$ cat config.mk
export PLATFORM = sky130hd
export DESIGN_NAME = quadrature_counter_with_rpm
export DESIGN_NICKNAME = d
export VERILOG_FILES = /design/src/rtl/qcr_pkg.sv /design/src/rtl/qcr_front.sv /design/src/rtl/qcr_queue.sv /design/src/rtl/qcr_back.sv /design/src/rtl/quadrature_counter_with_rpm.sv
export SDC_FILE = /design/constraint.sdc
export NUM_CORES = 2
export LEC_CHECK = 0
export BUFFER_PORTS_ARGS = -buffer_cell sky130_fd_sc_hd__clkbuf_2
export CAP_MARGIN = 20
export CORE_MARGIN = 5
export CORE_UTILIZATION = 60
export DETAILED_ROUTE_END_ITERATION = 16
export GPL_TIMING_DRIVEN = 0
export PLACE_DENSITY = 0.81
export REMOVE_ABC_BUFFERS = 1
export SLEW_MARGIN = 20
export SYNTH_ARGS = -nofsm -noshare
export SYNTH_HDL_FRONTEND = slang
export SYNTH_SLANG_ARGS = --single-unit
$ cat constraint.sdc
create_clock -name clk -period 12.7 [get_ports clk]
set_input_delay 2.54 -clock clk [delete_from_list [all_inputs] [get_ports clk]]
set_output_delay 2.54 -clock clk [all_outputs]
set_load 0.01 [all_outputs]
$ cat src/rtl/qcr_pkg.sv
// Shared types, constants and helper functions of the quadrature counter with speed output.
`default_nettype none

package qcr_pkg;

  // Configuration register indexes.
  localparam logic [7:0] CFG_REVERSE_COUNT     = 8'd0;
  localparam logic [7:0] CFG_COUNTS_PER_REV    = 8'd1;
  localparam logic [7:0] CFG_RATIO_NUMERATOR   = 8'd2;
  localparam logic [7:0] CFG_RATIO_DENOMINATOR = 8'd3;

  // Encoder phase codes, A in the upper bit and B in the lower bit.
  localparam logic [1:0] PHASE_00 = 2'b00;
  localparam logic [1:0] PHASE_10 = 2'b10;
  localparam logic [1:0] PHASE_11 = 2'b11;
  localparam logic [1:0] PHASE_01 = 2'b01;

  // Scale factors of the speed math.
  localparam logic [15:0] MS_PER_S   = 16'd1000;
  localparam logic [15:0] MS_PER_MIN = 16'd60000;

  // Step counter width and last step indexes of the shift-add multiplier and the restoring divider.
  localparam int unsigned STEP_W    = 6;
  localparam logic [5:0]  MUL_LAST  = 6'd15;
  localparam logic [5:0]  DIV_LAST  = 6'd63;

  // One input item.
  typedef struct packed {
    logic        mode;
    logic        chan_a;
    logic        chan_b;
    logic [31:0] now_ms;
  } qcr_item_t;

  // One result item.
  typedef struct packed {
    logic               updated;
    logic signed [31:0] counts_per_sec;
    logic signed [31:0] shaft_rpm;
  } qcr_result_t;

  // Configuration registers as seen by the speed engine.
  typedef struct packed {
    logic        reverse_count;
    logic [15:0] counts_per_rev;
    logic [15:0] ratio_numerator;
    logic [15:0] ratio_denominator;
  } qcr_cfg_t;

  // Speed job handed from the decoder to the speed engine.
  typedef struct packed {
    logic        updated;
    logic        neg;
    logic [31:0] mag;
    logic [31:0] dt;
  } qcr_job_t;

  // Speed engine sequencer states.
  typedef enum logic [3:0] {
    ST_IDLE,
    ST_MUL_F,
    ST_MUL_R1,
    ST_MUL_R2,
    ST_MUL_D1,
    ST_MUL_D2,
    ST_DIV_F,
    ST_DIV_R,
    ST_OUT
  } qcr_state_t;

  // Next phase in the forward direction: 00 -> 10 -> 11 -> 01 -> 00.
  function automatic logic [1:0] fwd_next(input logic [1:0] phase);
    logic [1:0] nxt;
    unique case (phase)
      PHASE_00: nxt = PHASE_10;
      PHASE_10: nxt = PHASE_11;
      PHASE_11: nxt = PHASE_01;
      PHASE_01: nxt = PHASE_00;
      default:  nxt = PHASE_00;
    endcase
    return nxt;
  endfunction

endpackage

`default_nettype wire

$ cat src/rtl/qcr_front.sv
// Front part: accepts items, decodes quadrature samples and snapshots the count for speed jobs.
`default_nettype none

module qcr_front (
  input  wire logic                 clk,
  input  wire logic                 rst,
  input  wire logic                 item_valid,
  output logic                      item_stall,
  input  wire qcr_pkg::qcr_item_t   item,
  input  wire logic                 q_full,
  output logic                      q_push,
  output qcr_pkg::qcr_job_t         q_data
);

  logic [1:0]  phase;
  logic [31:0] position_count;
  logic [31:0] last_update_ms;

  logic        accept;
  logic [1:0]  nxt;
  logic        step_fwd;
  logic        step_bwd;
  logic        later;

  // Only compute items need queue space; samples are always taken.
  assign item_stall = item.mode & q_full;
  assign accept     = item_valid & ~item_stall;
  assign q_push     = accept & item.mode;

  // Direction of a phase step.
  always_comb begin
    nxt      = {item.chan_a, item.chan_b};
    step_fwd = (qcr_pkg::fwd_next(phase) == nxt);
    step_bwd = (qcr_pkg::fwd_next(nxt) == phase);
    later    = (item.now_ms > last_update_ms);
  end

  // Speed job built from the count at the moment of the transfer.
  always_comb begin
    q_data.updated = later;
    q_data.neg     = position_count[31];
    q_data.mag     = position_count[31] ? (32'd0 - position_count) : position_count;
    q_data.dt      = item.now_ms - last_update_ms;
  end

  // Phase tracking, position count and update time.
  always_ff @(posedge clk) begin
    if (rst) begin
      phase          <= qcr_pkg::PHASE_00;
      position_count <= '0;
      last_update_ms <= '0;
    end else if (accept) begin
      if (!item.mode) begin
        if (nxt != phase) begin
          phase <= nxt;
          if (step_fwd) begin
            position_count <= position_count + 32'd1;
          end else if (step_bwd) begin
            position_count <= position_count - 32'd1;
          end
        end
      end else if (later) begin
        position_count <= '0;
        last_update_ms <= item.now_ms;
      end
    end
  end

endmodule

`default_nettype wire

$ cat src/rtl/qcr_queue.sv
// Short first-in first-out queue of speed jobs between the decoder and the speed engine.
`default_nettype none

module qcr_queue #(
  parameter int unsigned DEPTH = 2
) (
  input  wire logic               clk,
  input  wire logic               rst,
  input  wire logic               push,
  input  wire qcr_pkg::qcr_job_t  wr_data,
  input  wire logic               pop,
  output qcr_pkg::qcr_job_t       rd_data,
  output logic                    full,
  output logic                    empty
);

  localparam int unsigned PTR_W = (DEPTH > 1) ? $clog2(DEPTH) : 1;
  localparam int unsigned CNT_W = $clog2(DEPTH + 1);

  qcr_pkg::qcr_job_t entries [DEPTH];
  logic [PTR_W-1:0]  wr_ptr;
  logic [PTR_W-1:0]  rd_ptr;
  logic [CNT_W-1:0]  fill;

  assign full    = (fill == CNT_W'(DEPTH));
  assign empty   = (fill == '0);
  assign rd_data = entries[rd_ptr];

  // Storage write.
  always_ff @(posedge clk) begin
    if (push) begin
      entries[wr_ptr] <= wr_data;
    end
  end

  // Pointers and fill level.
  always_ff @(posedge clk) begin
    if (rst) begin
      wr_ptr <= '0;
      rd_ptr <= '0;
      fill   <= '0;
    end else begin
      if (push) begin
        wr_ptr <= (wr_ptr == PTR_W'(DEPTH - 1)) ? '0 : wr_ptr + PTR_W'(1);
      end
      if (pop) begin
        rd_ptr <= (rd_ptr == PTR_W'(DEPTH - 1)) ? '0 : rd_ptr + PTR_W'(1);
      end
      if (push && !pop) begin
        fill <= fill + CNT_W'(1);
      end else if (pop && !push) begin
        fill <= fill - CNT_W'(1);
      end
    end
  end

endmodule

`default_nettype wire

$ cat src/rtl/qcr_back.sv
// Back part: speed engine with a shift-add multiplier, a restoring divider and the result register.
`default_nettype none

module qcr_back (
  input  wire logic                 clk,
  input  wire logic                 rst,
  input  wire qcr_pkg::qcr_cfg_t    cfg,
  input  wire logic                 q_empty,
  output logic                      q_pop,
  input  wire qcr_pkg::qcr_job_t    q_data,
  output logic                      result_valid,
  input  wire logic                 result_stall,
  output qcr_pkg::qcr_result_t      result
);

  qcr_pkg::qcr_state_t state;
  qcr_pkg::qcr_state_t state_next;

  logic                      neg;
  logic [31:0]               mag;
  logic [31:0]               dt;
  logic                      upd;
  logic [qcr_pkg::STEP_W-1:0] cnt;

  logic [63:0] mul_a;
  logic [15:0] mul_b;
  logic [63:0] mul_acc;
  logic [63:0] mul_sum;

  logic [63:0] fnum;
  logic [63:0] rnum;
  logic [63:0] fq;
  logic [63:0] div_q;
  logic [63:0] div_r;
  logic [63:0] div_d;
  logic [64:0] div_shift;
  logic [64:0] div_diff;
  logic        div_ge;
  logic [63:0] div_q_next;
  logic [63:0] div_r_next;

  logic [31:0] last_freq;
  logic [31:0] last_rpm;

  logic        mul_last;
  logic        div_last;
  logic        res_load;
  logic [15:0] cpr_eff;
  logic [15:0] den_eff;

  // Saturate a signed magnitude to 32 bits.
  function automatic logic [31:0] sat32(input logic sign, input logic [63:0] q);
    logic [31:0] r;
    if (sign) begin
      r = (q >= 64'h0000_0000_8000_0000) ? 32'h8000_0000 : (32'd0 - q[31:0]);
    end else begin
      r = (q > 64'h0000_0000_7FFF_FFFF) ? 32'h7FFF_FFFF : q[31:0];
    end
    return r;
  endfunction

  // A zero divisor register acts as one.
  assign cpr_eff = (cfg.counts_per_rev == '0) ? 16'd1 : cfg.counts_per_rev;
  assign den_eff = (cfg.ratio_denominator == '0) ? 16'd1 : cfg.ratio_denominator;

  // One multiplier bit per cycle.
  assign mul_sum = mul_acc + (mul_b[0] ? mul_a : 64'd0);

  // One quotient bit per cycle.
  always_comb begin
    div_shift  = {div_r, div_q[63]};
    div_diff   = div_shift - {1'b0, div_d};
    div_ge     = (div_shift >= {1'b0, div_d});
    div_r_next = div_ge ? div_diff[63:0] : div_shift[63:0];
    div_q_next = {div_q[62:0], div_ge};
  end

  // Next state.
  always_comb begin
    state_next = state;
    unique case (state)
      qcr_pkg::ST_IDLE: begin
        if (!q_empty) begin
          state_next = q_data.updated ? qcr_pkg::ST_MUL_F : qcr_pkg::ST_OUT;
        end
      end
      qcr_pkg::ST_MUL_F:  if (mul_last) state_next = qcr_pkg::ST_MUL_R1;
      qcr_pkg::ST_MUL_R1: if (mul_last) state_next = qcr_pkg::ST_MUL_R2;
      qcr_pkg::ST_MUL_R2: if (mul_last) state_next = qcr_pkg::ST_MUL_D1;
      qcr_pkg::ST_MUL_D1: if (mul_last) state_next = qcr_pkg::ST_MUL_D2;
      qcr_pkg::ST_MUL_D2: if (mul_last) state_next = qcr_pkg::ST_DIV_F;
      qcr_pkg::ST_DIV_F:  if (div_last) state_next = qcr_pkg::ST_DIV_R;
      qcr_pkg::ST_DIV_R:  if (div_last) state_next = qcr_pkg::ST_OUT;
      qcr_pkg::ST_OUT:    if (res_load) state_next = qcr_pkg::ST_IDLE;
      default:            state_next = qcr_pkg::ST_IDLE;
    endcase
  end

  // Sequencer outputs.
  always_comb begin
    q_pop    = (state == qcr_pkg::ST_IDLE) && !q_empty;
    res_load = (state == qcr_pkg::ST_OUT) && (!result_valid || !result_stall);
    mul_last = (cnt == qcr_pkg::MUL_LAST);
    div_last = (cnt == qcr_pkg::DIV_LAST);
  end

  // State register.
  always_ff @(posedge clk) begin
    if (rst) begin
      state <= qcr_pkg::ST_IDLE;
    end else begin
      state <= state_next;
    end
  end

  // Step counter: restarts with every multiply and divide.
  always_ff @(posedge clk) begin
    if (rst) begin
      cnt <= '0;
    end else if (state == qcr_pkg::ST_IDLE) begin
      cnt <= '0;
    end else if ((state == qcr_pkg::ST_DIV_F) || (state == qcr_pkg::ST_DIV_R)) begin
      cnt <= div_last ? '0 : cnt + qcr_pkg::STEP_W'(1);
    end else begin
      cnt <= mul_last ? '0 : cnt + qcr_pkg::STEP_W'(1);
    end
  end

  // Arithmetic datapath.
  always_ff @(posedge clk) begin
    unique case (state)
      qcr_pkg::ST_IDLE: begin
        neg     <= q_data.neg ^ cfg.reverse_count;
        mag     <= q_data.mag;
        dt      <= q_data.dt;
        upd     <= q_data.updated;
        mul_a   <= {32'd0, q_data.mag};
        mul_b   <= qcr_pkg::MS_PER_S;
        mul_acc <= '0;
      end
      qcr_pkg::ST_MUL_F, qcr_pkg::ST_MUL_R1, qcr_pkg::ST_MUL_R2,
      qcr_pkg::ST_MUL_D1, qcr_pkg::ST_MUL_D2: begin
        if (!mul_last) begin
          mul_acc <= mul_sum;
          mul_a   <= {mul_a[62:0], 1'b0};
          mul_b   <= {1'b0, mul_b[15:1]};
        end else begin
          mul_acc <= '0;
          unique case (state)
            qcr_pkg::ST_MUL_F: begin
              fnum  <= mul_sum;
              mul_a <= {32'd0, mag};
              mul_b <= qcr_pkg::MS_PER_MIN;
            end
            qcr_pkg::ST_MUL_R1: begin
              mul_a <= mul_sum;
              mul_b <= cfg.ratio_numerator;
            end
            qcr_pkg::ST_MUL_R2: begin
              rnum  <= mul_sum;
              mul_a <= {32'd0, dt};
              mul_b <= cpr_eff;
            end
            qcr_pkg::ST_MUL_D1: begin
              mul_a <= mul_sum;
              mul_b <= den_eff;
            end
            default: begin
              // The last product is the rpm divisor.
              div_q <= fnum;
              div_r <= '0;
              div_d <= {32'd0, dt};
              mul_a <= mul_sum;
            end
          endcase
        end
      end
      qcr_pkg::ST_DIV_F: begin
        if (!div_last) begin
          div_q <= div_q_next;
          div_r <= div_r_next;
        end else begin
          fq    <= div_q_next;
          div_q <= rnum;
          div_r <= '0;
          div_d <= mul_a;
        end
      end
      qcr_pkg::ST_DIV_R: begin
        div_q <= div_q_next;
        div_r <= div_r_next;
      end
      qcr_pkg::ST_OUT: begin
        mul_acc <= '0;
      end
      default: begin
        mul_acc <= '0;
      end
    endcase
  end

  // Last reported speeds, repeated when the time did not advance.
  always_ff @(posedge clk) begin
    if (rst) begin
      last_freq <= '0;
      last_rpm  <= '0;
    end else if ((state == qcr_pkg::ST_DIV_R) && div_last) begin
      last_freq <= sat32(neg, fq);
      last_rpm  <= sat32(neg, div_q_next);
    end
  end

  // Result register: a finished result waits here while the engine goes on.
  always_ff @(posedge clk) begin
    if (rst) begin
      result_valid <= 1'b0;
    end else if (res_load) begin
      result_valid <= 1'b1;
    end else if (!result_stall) begin
      result_valid <= 1'b0;
    end
  end

  always_ff @(posedge clk) begin
    if (res_load) begin
      result.updated        <= upd;
      result.counts_per_sec <= $signed(last_freq);
      result.shaft_rpm      <= $signed(last_rpm);
    end
  end

  // A job is taken from the queue only when one is there.
  a_pop_not_empty: assert property (@(posedge clk) disable iff (rst)
    q_pop |-> !q_empty)
    else $error("speed job taken from an empty queue");

  // The rpm division never runs against a zero divisor.
  a_div_nonzero: assert property (@(posedge clk) disable iff (rst)
    (state == qcr_pkg::ST_DIV_R) |-> (div_d != 64'd0))
    else $error("rpm division by zero");

  // A result is loaded only after the engine has finished a job.
  a_load_after_job: assert property (@(posedge clk) disable iff (rst)
    res_load |-> ($past(state) == qcr_pkg::ST_OUT || $past(state) == qcr_pkg::ST_DIV_R ||
                  $past(state) == qcr_pkg::ST_IDLE))
    else $error("result loaded outside a finished job");

endmodule

`default_nettype wire

$ cat src/rtl/quadrature_counter_with_rpm.sv
// Top level of the quadrature counter with speed output: configuration registers and wiring.
`default_nettype none

// Sample items (mode 0) are taken one per clock and update the x4 position
// count in the same cycle; a compute item (mode 1) leaves a speed job in a
// queue of QUEUE_DEPTH entries. The speed engine works one job at a time: a
// job whose time advanced goes through fetching the job, five shift-add
// multiplies, two bit-serial divides and loading the result register, and
// a job whose time did not advance goes from fetching the job straight to
// loading the result register. While the engine works, sample items keep
// flowing; only a compute item meeting a full queue is stalled.
// Configuration is written through the cfg port, which is always ready.
module quadrature_counter_with_rpm #(
  parameter int unsigned QUEUE_DEPTH = 2
) (
  input  wire logic                  clk,
  input  wire logic                  rst,
  input  wire logic                  item_valid,
  output logic                       item_stall,
  input  wire qcr_pkg::qcr_item_t    item,
  output logic                       result_valid,
  input  wire logic                  result_stall,
  output qcr_pkg::qcr_result_t       result,
  input  wire logic                  cfg_valid,
  output logic                       cfg_ready,
  input  wire logic [7:0]            cfg_index,
  input  wire logic [15:0]           cfg_data
);

  qcr_pkg::qcr_cfg_t cfg;
  qcr_pkg::qcr_job_t push_data;
  qcr_pkg::qcr_job_t pop_data;
  logic              q_push;
  logic              q_pop;
  logic              q_full;
  logic              q_empty;

  assign cfg_ready = 1'b1;

  // Configuration registers.
  always_ff @(posedge clk) begin
    if (rst) begin
      cfg.reverse_count     <= 1'b0;
      cfg.counts_per_rev    <= 16'd1;
      cfg.ratio_numerator   <= 16'd1;
      cfg.ratio_denominator <= 16'd1;
    end else if (cfg_valid && cfg_ready) begin
      unique case (cfg_index)
        qcr_pkg::CFG_REVERSE_COUNT:     cfg.reverse_count     <= cfg_data[0];
        qcr_pkg::CFG_COUNTS_PER_REV:    cfg.counts_per_rev    <= cfg_data;
        qcr_pkg::CFG_RATIO_NUMERATOR:   cfg.ratio_numerator   <= cfg_data;
        qcr_pkg::CFG_RATIO_DENOMINATOR: cfg.ratio_denominator <= cfg_data;
        default: ;
      endcase
    end
  end

  qcr_front u_front (
    .clk        (clk),
    .rst        (rst),
    .item_valid (item_valid),
    .item_stall (item_stall),
    .item       (item),
    .q_full     (q_full),
    .q_push     (q_push),
    .q_data     (push_data)
  );

  qcr_queue #(
    .DEPTH (QUEUE_DEPTH)
  ) u_queue (
    .clk     (clk),
    .rst     (rst),
    .push    (q_push),
    .wr_data (push_data),
    .pop     (q_pop),
    .rd_data (pop_data),
    .full    (q_full),
    .empty   (q_empty)
  );

  qcr_back u_back (
    .clk          (clk),
    .rst          (rst),
    .cfg          (cfg),
    .q_empty      (q_empty),
    .q_pop        (q_pop),
    .q_data       (pop_data),
    .result_valid (result_valid),
    .result_stall (result_stall),
    .result       (result)
  );

endmodule

`default_nettype wire
# Yosys cells after proc, flatten, opt, wreduce, memory -nomap -nowiden

Memory sizes are Yosys's and may differ from the RTL's. A register that Yosys moved wholly into a read port is not among the register bits.
Index checks and enable logic that the tools add are counted.

Bits in writable memories: 132
Bits of input ports: 64
Output and inout bits: 68
Memories: 1
Bits in registers: 853
Word-level logic and storage cells: 199

Bitwise logic cells: 6
Reductions and logical operators: 43
$lt $le $gt $ge: 6
Add/sub/neg operators: 13
Mux-type cells: 62
Eq/ne operators: 37

Memories:

| memory          | depth | bits a word | rd ports | clocked after Yosys merged registers in | wr ports | line            | RTL |
|---|---|---|---|---|---|---|---|
| u_queue.entries | 2     | 66          | 1        | 1                                       | 1        | qcr_queue.sv:20 | `qcr_pkg::qcr_job_t entries [DEPTH];` |

Operator list:

| operator                                                                          | number |
|---|---|
| 64-bit 2-to-1 mux                                                                 | 13 |
| 64-bit case mux with 2 select lines                                               | 4 |
| 32-bit 2-to-1 mux                                                                 | 12 |
| 64-bit case mux with 3 select lines                                               | 2 |
| 64-bit by 32-bit >= comparator with 1-bit output, second input constant           | 2 |
| 64-bit by 31-bit greater-than comparator with 1-bit output, second input constant | 2 |
| 1-bit by 32-bit subtractor with 32-bit output, first input constant               | 3 |
| 65-bit by 64-bit >= comparator with 1-bit output                                  | 1 |
| 64-bit adder                                                                      | 1 |
| 16-bit case mux with 4 select lines                                               | 1 |
| 64-bit subtractor                                                                 | 1 |
| 16-bit 2-to-1 mux                                                                 | 3 |
| 4-bit 2-to-1 mux                                                                  | 10 |
| 4-bit case mux with 9 select lines                                                | 1 |
| 32-bit by 1-bit adder with 32-bit output, second input constant                   | 1 |
| 32-bit greater-than comparator                                                    | 1 |
| 16-bit zero test                                                                  | 2 |
| 16-bit case mux with 2 select lines                                               | 1 |
| 32-bit by 1-bit subtractor with 32-bit output, second input constant              | 1 |
| 32-bit subtractor                                                                 | 1 |
| 2-bit by 1-bit != test with 1-bit output, second input constant                   | 11 |
| 6-bit 2-to-1 mux                                                                  | 3 |
| 4-bit by 3-bit equality test with 1-bit output, second input constant             | 4 |
| 8-bit by 2-bit equality test with 1-bit output, second input constant             | 2 |
| 37 further kinds                                                                  | 84 |

# Depth between registers and ports, before layout

Word-level depth: 9
Depth in mapped cells: 25
Gate-level depth less buffers: 22

# By module

Synthesis repeated with hierarchy kept, for this count alone.

Cells, all modules: 4758
Area total of the unflattened synthesis: 51159.1 sq um

Modules (own cells, without submodules):

| module                      | cells each | area each (sq um) | instances | sequential area each (sq um) |
|---|---|---|---|---|
| qcr_back                    | 3477       | 37628.6           | 1         | 21290.4 |
| qcr_front                   | 870        | 6501.2            | 1         | 1321.3 |
| qcr_queue                   | 227        | 4977.3            | 1         | 4063.9 |
| quadrature_counter_with_rpm | 184        | 2052.0            | 1         | 980.9 |

# Least setup slack after synthesis

No wires, ideal clock.

Path kind: register to register
From: register u_back.state[0]
To: register u_queue.fill[1]
Data required time: 12630 ps
Setup slack: 2991 ps
Stages on the path, launching flop included: 7
Arrival time: 9639 ps
Library setup time: 70 ps
Path buffers: 1
Period minus slack after synthesis: 9709 ps
Cells stage by stage: dfxtp_1 clkbuf_1 nor4_1 o21ai_0 ha_1 or3_1 a21oi_1

Longest elaborated chain between the ends: 5

RTL lines:

| element                                                | line            | RTL |
|---|---|---|
| from (decl)                                            | qcr_back.sv:16  | `qcr_pkg::qcr_state_t state;` |
| from (signal assigned)                                 | qcr_back.sv:110 | `state <= qcr_pkg::ST_IDLE;` |
| from (signal assigned)                                 | qcr_back.sv:112 | `state <= state_next;` |
| 4-bit zero test (*)                                    | qcr_back.sv:101 | `q_pop = (state == qcr_pkg::ST_IDLE) && !q_empty;` |
| 1-bit logical AND (*)                                  | qcr_back.sv:101 |  |
| 1-bit zero test                                        | qcr_queue.sv:49 | `if (push && !pop) begin` |
| 1-bit logical AND                                      | qcr_queue.sv:49 |  |
| 2-bit 2-to-1 mux or 2-bit nonzero test (tied branches) | -               |  |
| to (signal assigned)                                   | qcr_queue.sv:50 | `fill <= fill + CNT_W'(1);` |
| to (signal assigned)                                   | qcr_queue.sv:52 | `fill <= fill - CNT_W'(1);` |
| to (decl)                                              | qcr_queue.sv:23 | `logic [CNT_W-1:0] fill;` |

Mark *: on every way between the ends. The rest lies on a longest branch, timed or not.
A chain may end at the register's enable or synchronous reset.

# Final worst setup path

From: register u_back.div_d[1]
To: register u_back.last_rpm[28]

Longest elaborated chain between the ends: 4

RTL lines:

| element                                                                            | line                           | RTL |
|---|---|---|
| from (decl)                                                                        | qcr_back.sv:35                 | `logic [63:0] div_d;` |
| from (signal assigned)                                                             | qcr_back.sv:172                | `div_d <= {32'd0, dt};` |
| from (signal assigned)                                                             | qcr_back.sv:186                | `div_d <= mul_a;` |
| 65-bit by 64-bit >= comparator with 1-bit output (*)                               | qcr_back.sv:73                 | `div_ge = (div_shift >= {1'b0, div_d});` |
| 64-bit by 31-bit greater-than comparator with 1-bit output (tied with other cells) | qcr_back.sv:57                 | `r = (q > 64'h0000_0000_7FFF_FFFF) ? 32'h7FFF_FFFF : q[31:0];` |
| 32-bit 2-to-1 mux (on tied branches)                                               | qcr_back.sv:57, qcr_back.sv:55 |  |
| 32-bit 2-to-1 mux (*)                                                              | qcr_back.sv:54                 | `if (sign) begin` |
| to (signal assigned)                                                               | qcr_back.sv:209                | `last_rpm <= sat32(neg, div_q_next);` |
| to (decl)                                                                          | qcr_back.sv:43                 | `logic [31:0] last_rpm;` |

Marked as above.

==> impl_metrics.toml <==
[run_status]
status = "finished, final reports clean"

[cts]
cts_resized = 0
cts_setup_buffers = 0
root_buffer = "clkbuf_16"
cts_tree = "built"
clk_pin_slew_worst_paths_ps = 60
worstSkewPairLatency_ps = 660
ctsLongestPathBuffers = 3
cts_buffers = 97
htreeDepth = 3
hold_buffers = 0
cts_sinks = 986

[synthesis]
ys_warn_count = 0
syn_area_sq_um = 50300
ys_ff_latch = 986
yosysMostFrequentCell = "edfxtp_1"
seq_area_frac_synth = 0.550
synth_top_cell_area_share = 0.472
synthTopCellsByCount = "edfxtp_1 (791), nand2_1 (461), a21oi_1 (413)"
ys.flop_type = "edfxtp_1"
avgSynthCellArea_sq_um = 10.8
synth_cells = 4654
netlist-cell-type-count = 83
synth_area_leaders = "edfxtp_1 (47%), dfxtp_1 (7.8%), ha_1 (4.8%), a21oi_1 (4.1%), nand2_1 (3.4%)"
yosys.area.top_type = "edfxtp_1"
async_reset_ff_frac = 0
synth_edf_count = 791

[worst_setup_path]
crit_required_ps = 13270
reg2regPathDepth = 23
r2r-start = "u_back.div_d[1]"
ff2ff_setup_slack_ps = 5330
worstPathArrival_ps = 7940
cp-end-kind = "flip-flop"
start_kind = "flip-flop"
r2r-end = "u_back.last_rpm[28]"
crit_fanout = 52
critical_path_class = "flip-flop to flip-flop"

[sta]
slew_headroom = 0.260
fin_skew_ps = 24.9
min_period_over_period = 0.581
finalCriticalPeriod_ps = 7370
hold_viol = 0
setup_slack_ps = 5330
final_max_slew_viol_count = 0
fmax_ghz = 0.136
setup_viol = 0
rsz0062_at_grt = "false"
tightestPinTransition_ps = 1110

[placed_design]
dp_hpwl_um = 84600
gp_congestion = 0.917
place_ws_ps = 5540
portBuffers = 130

[min_path]
timing.hold.worst.class = "flip-flop to flip-flop"
hold_end = "u_back.result[48]"
hold_depth = 0
min_from = "u_back.last_freq[16]"

[floorplanning]
die_area_sq_um = 89800
io_pins = 132
rows = 106
core_area_sq_um = 83400
die_y_um = 300
die_w_um = 300
start_util = 0.603

[power]
cellInternalPower_mw = 6.42
power_frac_comb = 0.201
power.leakage_nw = 21.7
netSwitchingFraction = 0.293
p_switching_mw = 2.66
p_per_area_nw_per_um2 = 161
p_clk_frac = 0.329
seqPwrFrac = 0.470
worst_ir_drop_vdd_mv = 0.133

[drt]
routedWlPerCell_um = 20.5
vias = 36900
drt_iter0_drc = 3744
met1_length_um = 49300
met3WireLength_um = 8860
viasPerCell = 6.26
wl_um = 121000
wl_met2_um = 58200
ant_nets = 0
topRoutingLayerUsed = "met5"
first_pass_iters = 6
drc = 0

[global_route]
grt_max_degree = 112
grt_pass1_vias = 35800
overflow = 0
grt.total_usage = 0.264
grt_pass1_wl_um = 193000
grt_antenna_before_repair = 1

[layout]
drive_gt1_frac = 0.106
syn_to_final_growth_pct = 12.1
nNetsFinal = 4994
fillCellCount = 5860
post-route-util = 0.676

[run]
timing.max_cap.violations = 0
how the worst max path moves through the flow:
stage	start	to	slack, ps	depth (start not counted)
2_1_floorplan	u_back.state[1]	u_queue.fill[1]	2360	5
3_3_place_gp	u_back.state[1]	u_back.mul_b[2]	-5580	5
3_5_place_dp	u_back.div_d[1]	u_back.last_rpm[28]	5540	23
4_1_cts	u_back.div_d[1]	u_back.last_rpm[28]	5430	23
5_1_grt	u_back.div_d[1]	u_back.last_rpm[28]	4900	23
6_report	u_back.div_d[1]	u_back.last_rpm[28]	5330	23
sequential cells by signal, summed over array words and instances (netlist names), 49 cells and up, named ones only:
register         count
cfg                 49
u_back.div_d        64
u_back.div_q        64
u_back.div_r        64
u_back.fnum         64
u_back.fq           64
u_back.mul_a        64
u_back.mul_acc      64
u_back.result       65
u_back.rnum         64
u_queue.entries    132
cell type report:
cell class,count,area [sq um],share of cell area
antenna,1,2.50,0.0000444
clock buffer,127,2790,0.0494
inverter,208,792,0.0140
clock inverter,54,577,0.0102
multi-input combinational,3222,21200,0.376
tap,1080,1350,0.0240
timing repair buffer,217,2040,0.0362
sequential,986,27700,0.490
layout by cell type (no fill, tap or decap), types with 151 or more instances in the layout:
cell type,n
edfxtp_1,791
nand2_1,457
a21oi_1,410
nor2_1,325
inv_1,203
ha_1,194
dfxtp_1,192
o21ai_0,165
mux2i_1,151
worst max-delay path: stages, from the launching register on:
cell and delay, ps:
edfxtp_1 490, inv_1 130, ha_1 330, nor2b_1 160
o31a_1 290, o31ai_1 420, a31oi_1 240, o2111ai_1 370
o21ai_1 230, a31oi_1 470, o31ai_4 270, buf_6 230
buf_8 160, inv_4 540, ha_1 320, nand2_1 120
or4_1 460, or4_1 500, nor2_1 210, nand3b_1 200
or4_1 470, o311ai_1 240, o21ai_1 140, a311oi_1 260
metal layers:
metal	track usage	vias up
li1	-	17300
met1	0.356	17800
met2	0.438	1503
met3	0.0422	288
met4	0.0946	2
met5	0	-
power groups by stage:
stage	sequential (mW)	clock [mW]	combinational, mW
floorplan	4.31	0	1.05
global placement	4.48	0	1.51
detailed placement	4.33	0	1.78
CTS	4.26	3.01	1.81
global route	4.30	3.17	1.98
finish	4.27	2.99	1.82
stage by stage:
stage                     TNS [ps]  instance area, sq um  power (mW)  hold WS [ps]  std cells
after floorplan                  0                 49400        5.36           400       4416
after global placement     -799330                 51400        5.98           414       5626
after detailed placement         0                 53000        6.11           415       5713
after CTS                        0                 56400        9.09           428       5894
after global routing             0                 56400        9.44           440       5894
final                            0                 56400        9.08           428       5895
kinds of logic after synthesis:
kind of cell | Yosys count | share of synthesized area
AND/OR/NAND/NOR | 1385 | 0.131
AO/OA/AOI/OAI | 1179 | 0.148
flip-flops | 986 | 0.550
buffers and inverters | 446 | 0.0334
multiplexers | 247 | 0.0515
XOR/XNOR | 212 | 0.0369
adder cells (fa/ha/maj) | 198 | 0.0498
other | 1 | 0.0000745
Note: power is estimated with default switching activity, not from simulation.
